<file path="src/rtl/cta_pkg.sv">
`timescale 1ns / 1ps

package cta_pkg;

    localparam logic [3:0] OP_ADD = 4'd0;
    localparam logic [3:0] OP_SUB = 4'd1;
    localparam logic [3:0] OP_MUL = 4'd2;
    localparam logic [3:0] OP_DIV = 4'd3;
    localparam logic [3:0] OP_MOD = 4'd4;
    localparam logic [3:0] OP_EQ  = 4'd5;
    localparam logic [3:0] OP_NE  = 4'd6;
    localparam logic [3:0] OP_LT  = 4'd7;
    localparam logic [3:0] OP_LE  = 4'd8;
    localparam logic [3:0] OP_GT  = 4'd9;
    localparam logic [3:0] OP_GE  = 4'd10;
    localparam logic [3:0] OP_AND = 4'd11;
    localparam logic [3:0] OP_OR  = 4'd12;

    localparam logic [1:0] KIND_SIGNED   = 2'd0;
    localparam logic [1:0] KIND_UNSIGNED = 2'd1;
    localparam logic [1:0] KIND_BOOL     = 2'd2;

    localparam logic [2:0] ERR_OK        = 3'd0;
    localparam logic [2:0] ERR_LOGIC     = 3'd1;
    localparam logic [2:0] ERR_COMPARE   = 3'd2;
    localparam logic [2:0] ERR_NOT_INT   = 3'd3;
    localparam logic [2:0] ERR_MIXED_NEG = 3'd4;
    localparam logic [2:0] ERR_DIV_ZERO  = 3'd5;
    localparam logic [2:0] ERR_OVERFLOW  = 3'd6;
    localparam logic [2:0] ERR_UNDERFLOW = 3'd7;

    localparam int DIV_STEPS = 64;
    localparam int LATENCY   = DIV_STEPS + 4;

    typedef struct packed {
        logic [3:0]  op;
        logic [63:0] left_value;
        logic [1:0]  left_kind;
        logic [63:0] right_value;
        logic [1:0]  right_kind;
    } t_in;

    typedef struct packed {
        logic [63:0] result_value;
        logic [1:0]  result_kind;
        logic [2:0]  error_code;
    } t_out;

    typedef struct packed {
        logic [3:0]  op;
        logic [2:0]  err;
        logic        umode;
        logic [63:0] a;
        logic [63:0] b;
        logic [63:0] xa;
        logic [63:0] xb;
        logic        neg_q;
        logic        neg_r;
    } t_dec;

    typedef struct packed {
        t_dec        dec;
        logic [63:0] prod_lo;
        logic        prod_hi_nz;
    } t_mul;

endpackage

</file>
<file path="src/rtl/cta_decode.sv">
`timescale 1ns / 1ps

module cta_decode (
    input  logic          i_clk,
    input  logic          i_rst_n,
    input  logic          i_valid,
    input  cta_pkg::t_in  i_item,
    output logic          o_valid,
    output cta_pkg::t_dec o_dec
);

    logic          r_valid;
    cta_pkg::t_dec r_dec;
    cta_pkg::t_dec n_dec;

    logic a_int, b_int, is_cmp, is_logic, mixed_neg, umode;
    logic [63:0] a, b;
    logic [1:0]  ka, kb;
    logic [3:0]  op;

    always_comb begin
        op = i_item.op;
        a  = i_item.left_value;
        b  = i_item.right_value;
        ka = i_item.left_kind;
        kb = i_item.right_kind;
        a_int = (ka == cta_pkg::KIND_SIGNED) || (ka == cta_pkg::KIND_UNSIGNED);
        b_int = (kb == cta_pkg::KIND_SIGNED) || (kb == cta_pkg::KIND_UNSIGNED);
        is_cmp = (op >= cta_pkg::OP_EQ) && (op <= cta_pkg::OP_GE);
        is_logic = (op == cta_pkg::OP_AND) || (op == cta_pkg::OP_OR);
        mixed_neg = (ka != kb) && ((ka == cta_pkg::KIND_SIGNED) ? a[63] : b[63]);
        umode = !((ka == cta_pkg::KIND_SIGNED) && (kb == cta_pkg::KIND_SIGNED));

        n_dec.op    = op;
        n_dec.umode = umode;
        n_dec.a     = a;
        n_dec.b     = b;
        n_dec.xa    = (!umode && a[63]) ? (~a + 64'd1) : a;
        n_dec.xb    = (!umode && b[63]) ? (~b + 64'd1) : b;
        n_dec.neg_q = !umode && (a[63] ^ b[63]);
        n_dec.neg_r = !umode && a[63];
        n_dec.err   = cta_pkg::ERR_OK;
        priority if (is_logic) begin
            if (ka != cta_pkg::KIND_BOOL || kb != cta_pkg::KIND_BOOL) begin
                n_dec.err = cta_pkg::ERR_LOGIC;
            end
        end else if (is_cmp && !(a_int && b_int)) begin
            n_dec.err = cta_pkg::ERR_COMPARE;
        end else if (!(a_int && b_int)) begin
            n_dec.err = cta_pkg::ERR_NOT_INT;
        end else if (mixed_neg) begin
            n_dec.err = cta_pkg::ERR_MIXED_NEG;
        end else if (op > cta_pkg::OP_OR) begin
            n_dec.err = cta_pkg::ERR_NOT_INT;
        end else if ((op == cta_pkg::OP_DIV || op == cta_pkg::OP_MOD) && b == 64'd0) begin
            n_dec.err = cta_pkg::ERR_DIV_ZERO;
        end else if (!umode && op == cta_pkg::OP_DIV && a == {1'b1, 63'd0} && b == '1) begin
            n_dec.err = cta_pkg::ERR_OVERFLOW;
        end
    end

    always_ff @(posedge i_clk) begin
        if (!i_rst_n) begin
            r_valid <= 1'b0;
        end else begin
            r_valid <= i_valid;
        end
        r_dec <= n_dec;
    end

    assign o_valid = r_valid;
    assign o_dec   = r_dec;

endmodule

</file>
<file path="config.mk">
export PLATFORM = sky130hd
export DESIGN_NAME = cta_decode
export DESIGN_NICKNAME = d
export VERILOG_FILES = /design/src/rtl/cta_pkg.sv /design/src/rtl/cta_decode.sv
export SDC_FILE = /design/constraint.sdc
export NUM_CORES = 1
export LEC_CHECK = 0
export ABC_AREA = 1
export BUFFER_PORTS_ARGS = -buffer_cell sky130_fd_sc_hd__buf_2
export CAP_MARGIN = 20
export CORE_AREA = 2 2 158 160
export CTS_CLUSTER_SIZE = 16
export DETAILED_ROUTE_END_ITERATION = 16
export DIE_AREA = 0 0 160 162
export GPL_TIMING_DRIVEN = 0
export PLACE_DENSITY = 0.83
export SYNTH_ARGS = -nofsm -noshare
export SYNTH_HDL_FRONTEND = slang
export SYNTH_SLANG_ARGS = --single-unit
</file>
<file path="constraint.sdc">
create_clock -name i_clk -period 2.4 [get_ports i_clk]
set_input_delay 0.24 -clock i_clk [delete_from_list [all_inputs] [get_ports i_clk]]
set_output_delay 0.24 -clock i_clk [all_outputs]
set_load 0.01 [all_outputs]
</file>
==> impl_metrics.py <==
metrics = {
    "outcome": {
        "status": "finished clean",
    },
    "cts": {
        "clock-root-buffer": "clkbuf_16",
        "cts_sinks": 265,
        "cts_buffer_depth": 3,
        "hold_buffers": 134,
        "cts_buffers": 26,
        "cts_setup_buffers": 0,
        "htree_levels": 1,
        "cts.clk_slew.worst_paths_ns": 0.06,
        "cts_resized": 0,
        "tritoncts": "yes",
    },
    "setup_path": {
        "worstPathRequired_ns": 2.81,
        "critPathArrivalTime_ns": 2.67,
        "worst-path-max-fanout": 4,
        "startpoint_type": "primary input",
        "endpoint_kind": "flop",
        "crit_type": "in2reg",
    },
    "finish": {
        "fin_area_mm2": 0.0150,
        "antenna_cells": 0,
        "drive_gt1_frac": 0.275,
        "layout_common_cells": "buf_2 (416), nand2_1 (307), dfxtp_1 (265)",
        "area_growth_pct": 45.1,
        "layout_commonest_cell": "buf_2",
        "layout.nets": 1999,
    },
    "timing": {
        "finalCritPeriodShare": 0.941,
        "hold_ws_ns": 0.0473,
        "finalCriticalPeriod_ns": 2.26,
        "worstMarginPinSlew_ns": 0.499,
        "drv_slew": 0,
        "hold_violations": 0,
        "rsz0062_at_grt": "false",
        "setup_viol": 0,
        "fmax_ghz": 0.443,
        "worst_slack_ns": 0.141,
        "setup_tns_ns": 0,
        "slew_headroom": 0.664,
    },
    "grt": {
        "grt_pass1_wl_um": 63200,
        "busiest_layer": "met2",
        "grt_max_degree": 16,
        "grtUsageMet3": 0.0621,
        "grt_util_all_layers": 0.313,
        "antenna_found_initial": 0,
        "grt_pass1_vias": 11400,
        "overflow": 0,
        "grt_util_met2": 0.594,
        "globalRouteMet1Util": 0.318,
    },
    "power": {
        "power_density_mw_per_mm2": 693,
        "p_leak_nw": 7.21,
        "p_clk_frac": 0.407,
        "p_sw_frac": 0.255,
        "seqPwrFrac": 0.459,
        "internal_power_mw": 7.74,
        "p_sw_mw": 2.65,
        "irDropWorstVdd_uv": 636,
        "combPwrFrac": 0.134,
    },
    "logic_synthesis": {
        "synth_area_mm2": 0.0103,
        "yosysWarnings": 0,
        "ys_seq_area_frac": 0.514,
        "yosys.cell_types.count": 42,
        "synth_top_area_share": 0.514,
        "syn_nets": 1432,
        "ys_seq_elements": 265,
        "synth_top_cell_by_area": "dfxtp_1",
        "postSynthCellCount": 1289,
        "synth_edf_count": 0,
        "synth_flop_cell": "dfxtp_1",
        "syn_avg_cell_area_um2": 8.01,
        "synth_async_sr_flop_share": 0,
        "synthTopCellsByArea": "dfxtp_1 (51%), nand2_1 (11%), nor2_1 (8.1%)",
    },
    "floorplan": {
        "row_count": 57,
        "ios": 406,
        "die_area_mm2": 0.0259,
        "die-height_um": 162,
        "start_util": 0.428,
        "die_x_um": 160,
        "core_mm2": 0.0241,
    },
    "route": {
        "route.vias.total": 11000,
        "avgViaCountPerCell": 4.99,
        "drt-initial-drc-count": 795,
        "drc": 0,
        "postRouteAntennaNets": 0,
        "firstDrtPassIters": 5,
        "finalWirelength_um": 41500,
        "avgRoutedWirePerCell_um": 18.9,
    },
    "hold_path": {
        "hp-class": "in2reg",
    },
    "run": {
        "maxCapViolations": 0,
    },
    "placed_design": {
        "gp_congestion": 0.966,
        "place_ws_ns": 0.190,
        "dp_hpwl_um": 30200,
        "port_buffers": 405,
        "place_area_mm2": 0.0128,
    },
}
path summary, 6_finish.rpt:
| check | start | endpoint | slack (ns) | cells after the start |
|---|---|---|---|---|
| hold / removal | i_item[1] | o_dec[259]$_DFF_P_ | 0.05 | 4 |
| setup / recovery | i_item[68] | o_dec[122]$_DFF_P_ | 0.14 | 12 |
metal layers:
layer / up-vias / wire length, um / share of wire
li1: 5179 / - / -
met1: 4972 / 14200 / 0.34
met2: 656 / 21200 / 0.51
met3: 167 / 3500 / 0.084
met4: 0 / 2590 / 0.062
met5: - / 0 / 0
sequential cells by signal (all words and copies together) (netlist names):
register / cells
o_dec: 264
o_valid: 1
per-stage QoR:
step,utilization,power [mW],std cells
after floorplan,-,5.38,1289
after global placement,0.529,6.02,2018
after detailed placement,0.529,6.04,2018
after CTS,0.622,10.4,2199
after global routing,0.622,10.7,2199
final,0.622,10.4,2199
synthesized netlist by cell type (4+ instances only):
cell	number
nor3_1	6
o21ai_0	20
nor2_1	222
inv_2	8
nand2_2	5
a21oi_1	12
nand4_1	36
ha_1	4
nand3b_1	6
nand3_1	85
nand3_2	4
xnor2_1	14
nor2_4	5
nand2_1	307
buf_4	4
xor2_1	88
o21ai_1	10
dfxtp_1	265
nor2_2	13
inv_1	124
buf_2	11
nor4_1	9
critical path, cell delays in order:
cell and delay [ns]:
dlygate4sd3_1 0.53, buf_2 0.16, inv_1 0.14, ha_1 0.22
nand2_1 0.07, nor2_1 0.13, nand2_2 0.12, nor2_2 0.20
nand2_1 0.20, o21ai_1 0.27, o21ai_0 0.20, xor2_1 0.18
kinds of logic after synthesis:
logic type      Yosys count  share of synthesized area
flops                   265                      0.514
simple gates            713                      0.305
buf+inv                 150                     0.0590
fa+ha+maj                 4                    0.00485
compound gates           55                     0.0308
xor+xnor                102                     0.0865
power groups by stage:
stage | clock [mW] | sequential, mW | combinational [mW]
finish | 4.23 | 4.77 | 1.40
global route | 4.44 | 4.79 | 1.50
CTS | 4.25 | 4.76 | 1.36
detailed placement | 0 | 4.85 | 1.18
global placement | 0 | 4.84 | 1.17
floorplan | 0 | 5.01 | 0.367
cell type report:
| cell class | instances | area [um^2] |
|---|---|---|
| Clock inverter | 10 | 136 |
| Sequential cell | 265 | 5310 |
| Clock buffer | 37 | 743 |
| Buffer | 17 | 108 |
| Multi-Input combinational cell | 874 | 4410 |
| Timing Repair Buffer | 539 | 3370 |
| Tap cell | 324 | 405 |
| Inverter | 133 | 502 |
| Fill cell | 2016 | 9120 |
(Power assumes the default switching activity.)
