**config.mk**
```make
export PLATFORM = sky130hd
export DESIGN_NAME = cta_final
export DESIGN_NICKNAME = d
export VERILOG_FILES = /design/src/rtl/cta_pkg.sv /design/src/rtl/cta_final.sv
export SDC_FILE = /design/constraint.sdc
export NUM_CORES = 1
export LEC_CHECK = 0
export BUFFER_PORTS_ARGS = -buffer_cell sky130_fd_sc_hd__buf_2
export CORE_AREA = 2 2 204 206
export DETAILED_ROUTE_END_ITERATION = 10
export DIE_AREA = 0 0 206 208
export SETUP_SLACK_MARGIN = 0.3
export SYNTH_ARGS = -nofsm -noshare
export SYNTH_HDL_FRONTEND = slang
export SYNTH_SLANG_ARGS = --single-unit
```
**constraint.sdc**
```tcl
create_clock -name i_clk -period 5.4 [get_ports i_clk]
set_clock_uncertainty 0.15 [all_clocks]
set_input_delay 0.81 -clock i_clk [delete_from_list [all_inputs] [get_ports i_clk]]
set_output_delay 0.81 -clock i_clk [all_outputs]
set_load 0.005 [all_outputs]
```
**src/rtl/cta_pkg.sv**
```systemverilog
`timescale 1ns / 1ps

package cta_pkg;

    localparam logic [3:0] OP_ADD = 4'd0;
    localparam logic [3:0] OP_SUB = 4'd1;
    localparam logic [3:0] OP_MUL = 4'd2;
    localparam logic [3:0] OP_DIV = 4'd3;
    localparam logic [3:0] OP_MOD = 4'd4;
    localparam logic [3:0] OP_EQ  = 4'd5;
    localparam logic [3:0] OP_NE  = 4'd6;
    localparam logic [3:0] OP_LT  = 4'd7;
    localparam logic [3:0] OP_LE  = 4'd8;
    localparam logic [3:0] OP_GT  = 4'd9;
    localparam logic [3:0] OP_GE  = 4'd10;
    localparam logic [3:0] OP_AND = 4'd11;
    localparam logic [3:0] OP_OR  = 4'd12;

    localparam logic [1:0] KIND_SIGNED   = 2'd0;
    localparam logic [1:0] KIND_UNSIGNED = 2'd1;
    localparam logic [1:0] KIND_BOOL     = 2'd2;

    localparam logic [2:0] ERR_OK        = 3'd0;
    localparam logic [2:0] ERR_LOGIC     = 3'd1;
    localparam logic [2:0] ERR_COMPARE   = 3'd2;
    localparam logic [2:0] ERR_NOT_INT   = 3'd3;
    localparam logic [2:0] ERR_MIXED_NEG = 3'd4;
    localparam logic [2:0] ERR_DIV_ZERO  = 3'd5;
    localparam logic [2:0] ERR_OVERFLOW  = 3'd6;
    localparam logic [2:0] ERR_UNDERFLOW = 3'd7;

    localparam int DIV_STEPS = 64;
    localparam int LATENCY   = DIV_STEPS + 4;

    typedef struct packed {
        logic [3:0]  op;
        logic [63:0] left_value;
        logic [1:0]  left_kind;
        logic [63:0] right_value;
        logic [1:0]  right_kind;
    } t_in;

    typedef struct packed {
        logic [63:0] result_value;
        logic [1:0]  result_kind;
        logic [2:0]  error_code;
    } t_out;

    typedef struct packed {
        logic [3:0]  op;
        logic [2:0]  err;
        logic        umode;
        logic [63:0] a;
        logic [63:0] b;
        logic [63:0] xa;
        logic [63:0] xb;
        logic        neg_q;
        logic        neg_r;
    } t_dec;

    typedef struct packed {
        t_dec        dec;
        logic [63:0] prod_lo;
        logic        prod_hi_nz;
    } t_mul;

endpackage

```
**src/rtl/cta_final.sv**
```systemverilog
`timescale 1ns / 1ps

module cta_final (
    input  logic          i_clk,
    input  logic          i_rst_n,
    input  logic          i_valid,
    input  cta_pkg::t_mul i_mul,
    input  logic [63:0]   i_quo,
    input  logic [63:0]   i_rem,
    output logic          o_valid,
    output cta_pkg::t_out o_result
);

    logic          r_valid;
    cta_pkg::t_out r_res;
    cta_pkg::t_out n_res;

    cta_pkg::t_dec d;
    logic [64:0]   sum, dif;
    logic          lt, eq, r_bool, num_ok;
    logic [63:0]   val, lo;
    logic [2:0]    err;
    logic [1:0]    nkind;

    always_comb begin
        d   = i_mul.dec;
        lo  = i_mul.prod_lo;
        sum = {1'b0, d.a} + {1'b0, d.b};
        dif = {1'b0, d.a} - {1'b0, d.b};
        eq  = d.a == d.b;
        lt  = d.umode ? dif[64] : ($signed(d.a) < $signed(d.b));
        nkind  = d.umode ? cta_pkg::KIND_UNSIGNED : cta_pkg::KIND_SIGNED;
        err    = d.err;
        val    = 64'd0;
        r_bool = 1'b0;
        num_ok = 1'b1;
        unique case (d.op)
            cta_pkg::OP_ADD: begin
                val = sum[63:0];
                if (d.umode) begin
                    num_ok = !sum[64];
                end else begin
                    num_ok = !((d.a[63] == d.b[63]) && (sum[63] != d.a[63]));
                end
                if (!num_ok) err = cta_pkg::ERR_OVERFLOW;
            end
            cta_pkg::OP_SUB: begin
                val = dif[63:0];
                if (d.umode) begin
                    if (dif[64]) err = cta_pkg::ERR_UNDERFLOW;
                end else if ((d.a[63] != d.b[63]) && (dif[63] != d.a[63])) begin
                    err = cta_pkg::ERR_OVERFLOW;
                end
            end
            cta_pkg::OP_MUL: begin
                val = d.neg_q ? (~lo + 64'd1) : lo;
                if (d.umode) begin
                    num_ok = !i_mul.prod_hi_nz;
                end else begin
                    num_ok = !i_mul.prod_hi_nz &&
                             !(d.neg_q ? (lo > {1'b1, 63'd0}) : lo[63]);
                end
                if (!num_ok) err = cta_pkg::ERR_OVERFLOW;
            end
            cta_pkg::OP_DIV: val = d.neg_q ? (~i_quo + 64'd1) : i_quo;
            cta_pkg::OP_MOD: val = d.neg_r ? (~i_rem + 64'd1) : i_rem;
            cta_pkg::OP_EQ:  r_bool = eq;
            cta_pkg::OP_NE:  r_bool = !eq;
            cta_pkg::OP_LT:  r_bool = lt;
            cta_pkg::OP_LE:  r_bool = lt || eq;
            cta_pkg::OP_GT:  r_bool = !(lt || eq);
            cta_pkg::OP_GE:  r_bool = !lt;
            cta_pkg::OP_AND: r_bool = d.a[0] && d.b[0];
            cta_pkg::OP_OR:  r_bool = d.a[0] || d.b[0];
            default:         r_bool = 1'b0;
        endcase
        // operand check errors win over arithmetic errors
        if (d.err != cta_pkg::ERR_OK) err = d.err;
        if (d.op >= cta_pkg::OP_EQ) begin
            n_res.result_value = {63'd0, r_bool};
            n_res.result_kind  = cta_pkg::KIND_BOOL;
        end else begin
            n_res.result_value = val;
            n_res.result_kind  = nkind;
        end
        n_res.error_code = err;
        if (err != cta_pkg::ERR_OK) begin
            n_res.result_value = 64'd0;
            n_res.result_kind  = cta_pkg::KIND_SIGNED;
        end
    end

    always_ff @(posedge i_clk) begin
        if (!i_rst_n) begin
            r_valid <= 1'b0;
        end else begin
            r_valid <= i_valid;
        end
        r_res <= n_res;
    end

    assign o_valid  = r_valid;
    assign o_result = r_res;

endmodule

```
==> run metrics <==
setup ws final=between 500 and 600 ps; P&R area growth vs syn=19.6%; fin crit period=4820 ps; clock buffer depth=2; Clock Power Share=0.231; first-pass GRT wire length=approximately 120000 um; Post-Syn Instances=2342; Post-synth ARST share=0; vias in the first global route=19145; placed inst area=between 15000 and 20000 sq um; dominant cell type by area after synthesis=ha_1; number of cell rows=74; critical path class=input pin to flip-flop; fill count=between 4000 and 5000; postcts setup bufs=0; Core ar.=~41000 sq um; Die ar.=~43000 sq um; Worst Path Max Fanout=19; global route overflow=0; initial antenna violation count=13; H-tree depth=3; # hold bufs at CTS=0; top_reg_cell synth=dfxtp_1; Int Pwr=approximately 1.5 mW; Root Buffer=clkbuf_16; Worst-path clk slew=70 ps; Hold Path Class=input pin to flip-flop; met3 wire length=7790 um; crit path launch type=input pin; post-synth top area share=0.104; status=finished, final reports clean; Sw Share=0.472; mean routed wirelength per cell=25.4 um; post-place setup slack=126 ps; switching power=1.39 mW; Initial Util=0.391; Synth Cell Area=15900 sq um; Seq pwr share=0.179; drt drc=0; RePlAce Congestion=roughly 1.1; Leak=between 8 and 9 nW; Final ANT Viol Nets=0; critical path arrival=roughly 4900 ps; post-route design area=between 15000 and 20000 sq um; post-DR vias/cell=around 6.3; Netlist cell types=between 80 and 90; flop and latch count out of synthesis=70; Syn Area/Cell=6.78 sq um; via count=20525; Metal-1 WL=35700 um; Die X-Extent=206 um; Port-buffer cells=between 400 and 500; hpwl dp=a little under 70000 um; Pre-Repair DR Iteration Count=5; Highest Signal Layer=met5; met2 WL post-DR=about 37000 um; Max Clk Rate=between 0.2 and 0.25 GHz; most common cell after layout, fill and taps aside=buf_2; Ports=approximately 530; layout cells sized above 1=0.212; maximum VDD drop=around 0.15 mV; clock sink count=70; 1st-iter DRT viols=approximately 2300; Global Route Usage Sum=0.369; final total power=roughly 3 mW; unrepaired setup endpoints after global routing=false; WP data required=between 5000 and 6000 ps; Final setup viols=0; CTS tree=yes; Area contributors post-synth=ha_1 (10%), dfxtp_1 (8.8%), a21oi_1 (7.8%); number of synthesized flops with an enable pin=0; Synth Warn #=0; Tcrit/Tclk final=0.893; Worst Tran Pin Value=roughly 950 ps; Register Area=around 1400 sq um; element type at the critical path end=flip-flop; max-cap viol count=0; Final Max Tran Viols=0; Die Y=208 um; Rel. slew slack=0.361; power share of the combinational group=0.590; Multi-input gate area=between 10000 and 15000 sq um; setup TNS=0 ps; Seq/Total Area, Yosys=0.0883; power per cell area=around 150 nW/um^2; Num CTS Buffers=9; largest net degree at the start of global routing=between 90 and 100; commonest cells after routing, fill and taps aside=buf_2 (402), a21oi_1 (247), nand2_1 (183), o21ai_0 (164), nor2_1 (159); nets=3305; WL final=around 83000 um; Syn Nets=between 2000 and 3000; final hold viol count=0
-- state kept, by name, indices dropped and copies added, names as in the netlist --
| signal | flops |
|---|---|
| o_result | 69 |
| o_valid | 1 |
-- power groups by stage --
stage / combinational [mW] / clock [mW] / sequential, mW
after floorplan: 0.997 / 0 / 0.537
after global placement: 1.67 / 0 / 0.538
after detailed placement: 1.68 / 0 / 0.538
after CTS: 1.69 / 0.682 / 0.526
after global routing: 1.86 / 0.701 / 0.526
final: 1.73 / 0.679 / 0.526
-- per-layer routing --
metal	up-vias	GRT usage
met4	14	0.0968
met1	9759	0.513
met2	1161	0.589
met3	112	0.0584
li1	9479	-
met5	-	0
-- worst paths after layout --
kind	start	slack, ps	depth (start not counted)	endpoint
setup / recovery	i_mul[195]	580	18	o_result[15]
hold / removal	i_mul[324]	500	3	o_result[0]
-- logic make-up (layout without fill, tap and decap cells) --
kind of cell | after synthesis | after routing | share of synthesized area
AO/OA/AOI/OAI | 881 | 881 | 0.361
XOR/XNOR | 223 | 223 | 0.123
adder cells (fa/ha/maj) | 134 | 134 | 0.107
buffers and inverters | 288 | 660 | 0.0764
flip-flops | 70 | 70 | 0.0883
multiplexers | 14 | 14 | 0.00898
other | 0 | 6 | 0
AND/OR/NAND/NOR | 732 | 732 | 0.235
-- repair_timing --
item | in CTS | in global routing
endpoints found under the setup margin | 0 | 3
resized for setup | 0 | 3
endpoints found under the hold margin | 0 | 0
-- worst max-delay path: stages --
cell       delay [ps]
buf_2             140
ha_1              240
fa_1              390
nor2b_1           170
o211ai_1          310
a2111oi_0         170
buf_4             180
nor4_1            460
o41ai_1           160
buf_4             180
o21ai_0           370
o211a_1           280
nand2_1            90
a211oi_2          260
nand4_2           140
buf_4             280
buf_12            170
a21oi_1           150
-- stage by stage --
| stage | instances | hold WS (ps) | utilization |
|---|---|---|---|
| 2_1_floorplan | 2342 | 754 | - |
| 3_3_place_gp | 3230 | 865 | 0.460 |
| 3_5_place_dp | 3230 | 869 | 0.460 |
| 4_1_cts | 3246 | 491 | 0.468 |
| 5_1_grt | 3248 | 514 | 0.468 |
| 6_report | 3252 | 499 | 0.468 |
-- synth_stat cells (all sizes together), types with 23 or more instances --
cell type  count
a21oi        247
nand2        184
o21ai        168
nor2         160
inv          147
ha           132
clkbuf       131
xnor2        120
xor2         103
o31ai         85
o22ai         71
dfxtp         70
nor3          62
or3           54
nand3         51
nor4          39
o41ai         36
nand4         35
or4           34
a31oi         32
a21o          30
o21bai        28
a211oi        25
or2           24
nand2b        23
-- cell type report --
type / count / share of cell area
antenna: 6 / 0.000791
clock buffer: 10 / 0.0121
clock inverter: 6 / 0.00455
inverter: 148 / 0.0293
multi-input combinational: 1984 / 0.700
sequential: 70 / 0.0738
tap: 532 / 0.0351
timing repair buffer: 496 / 0.144
No activity file was read; power rests on OpenSTA's default activity.
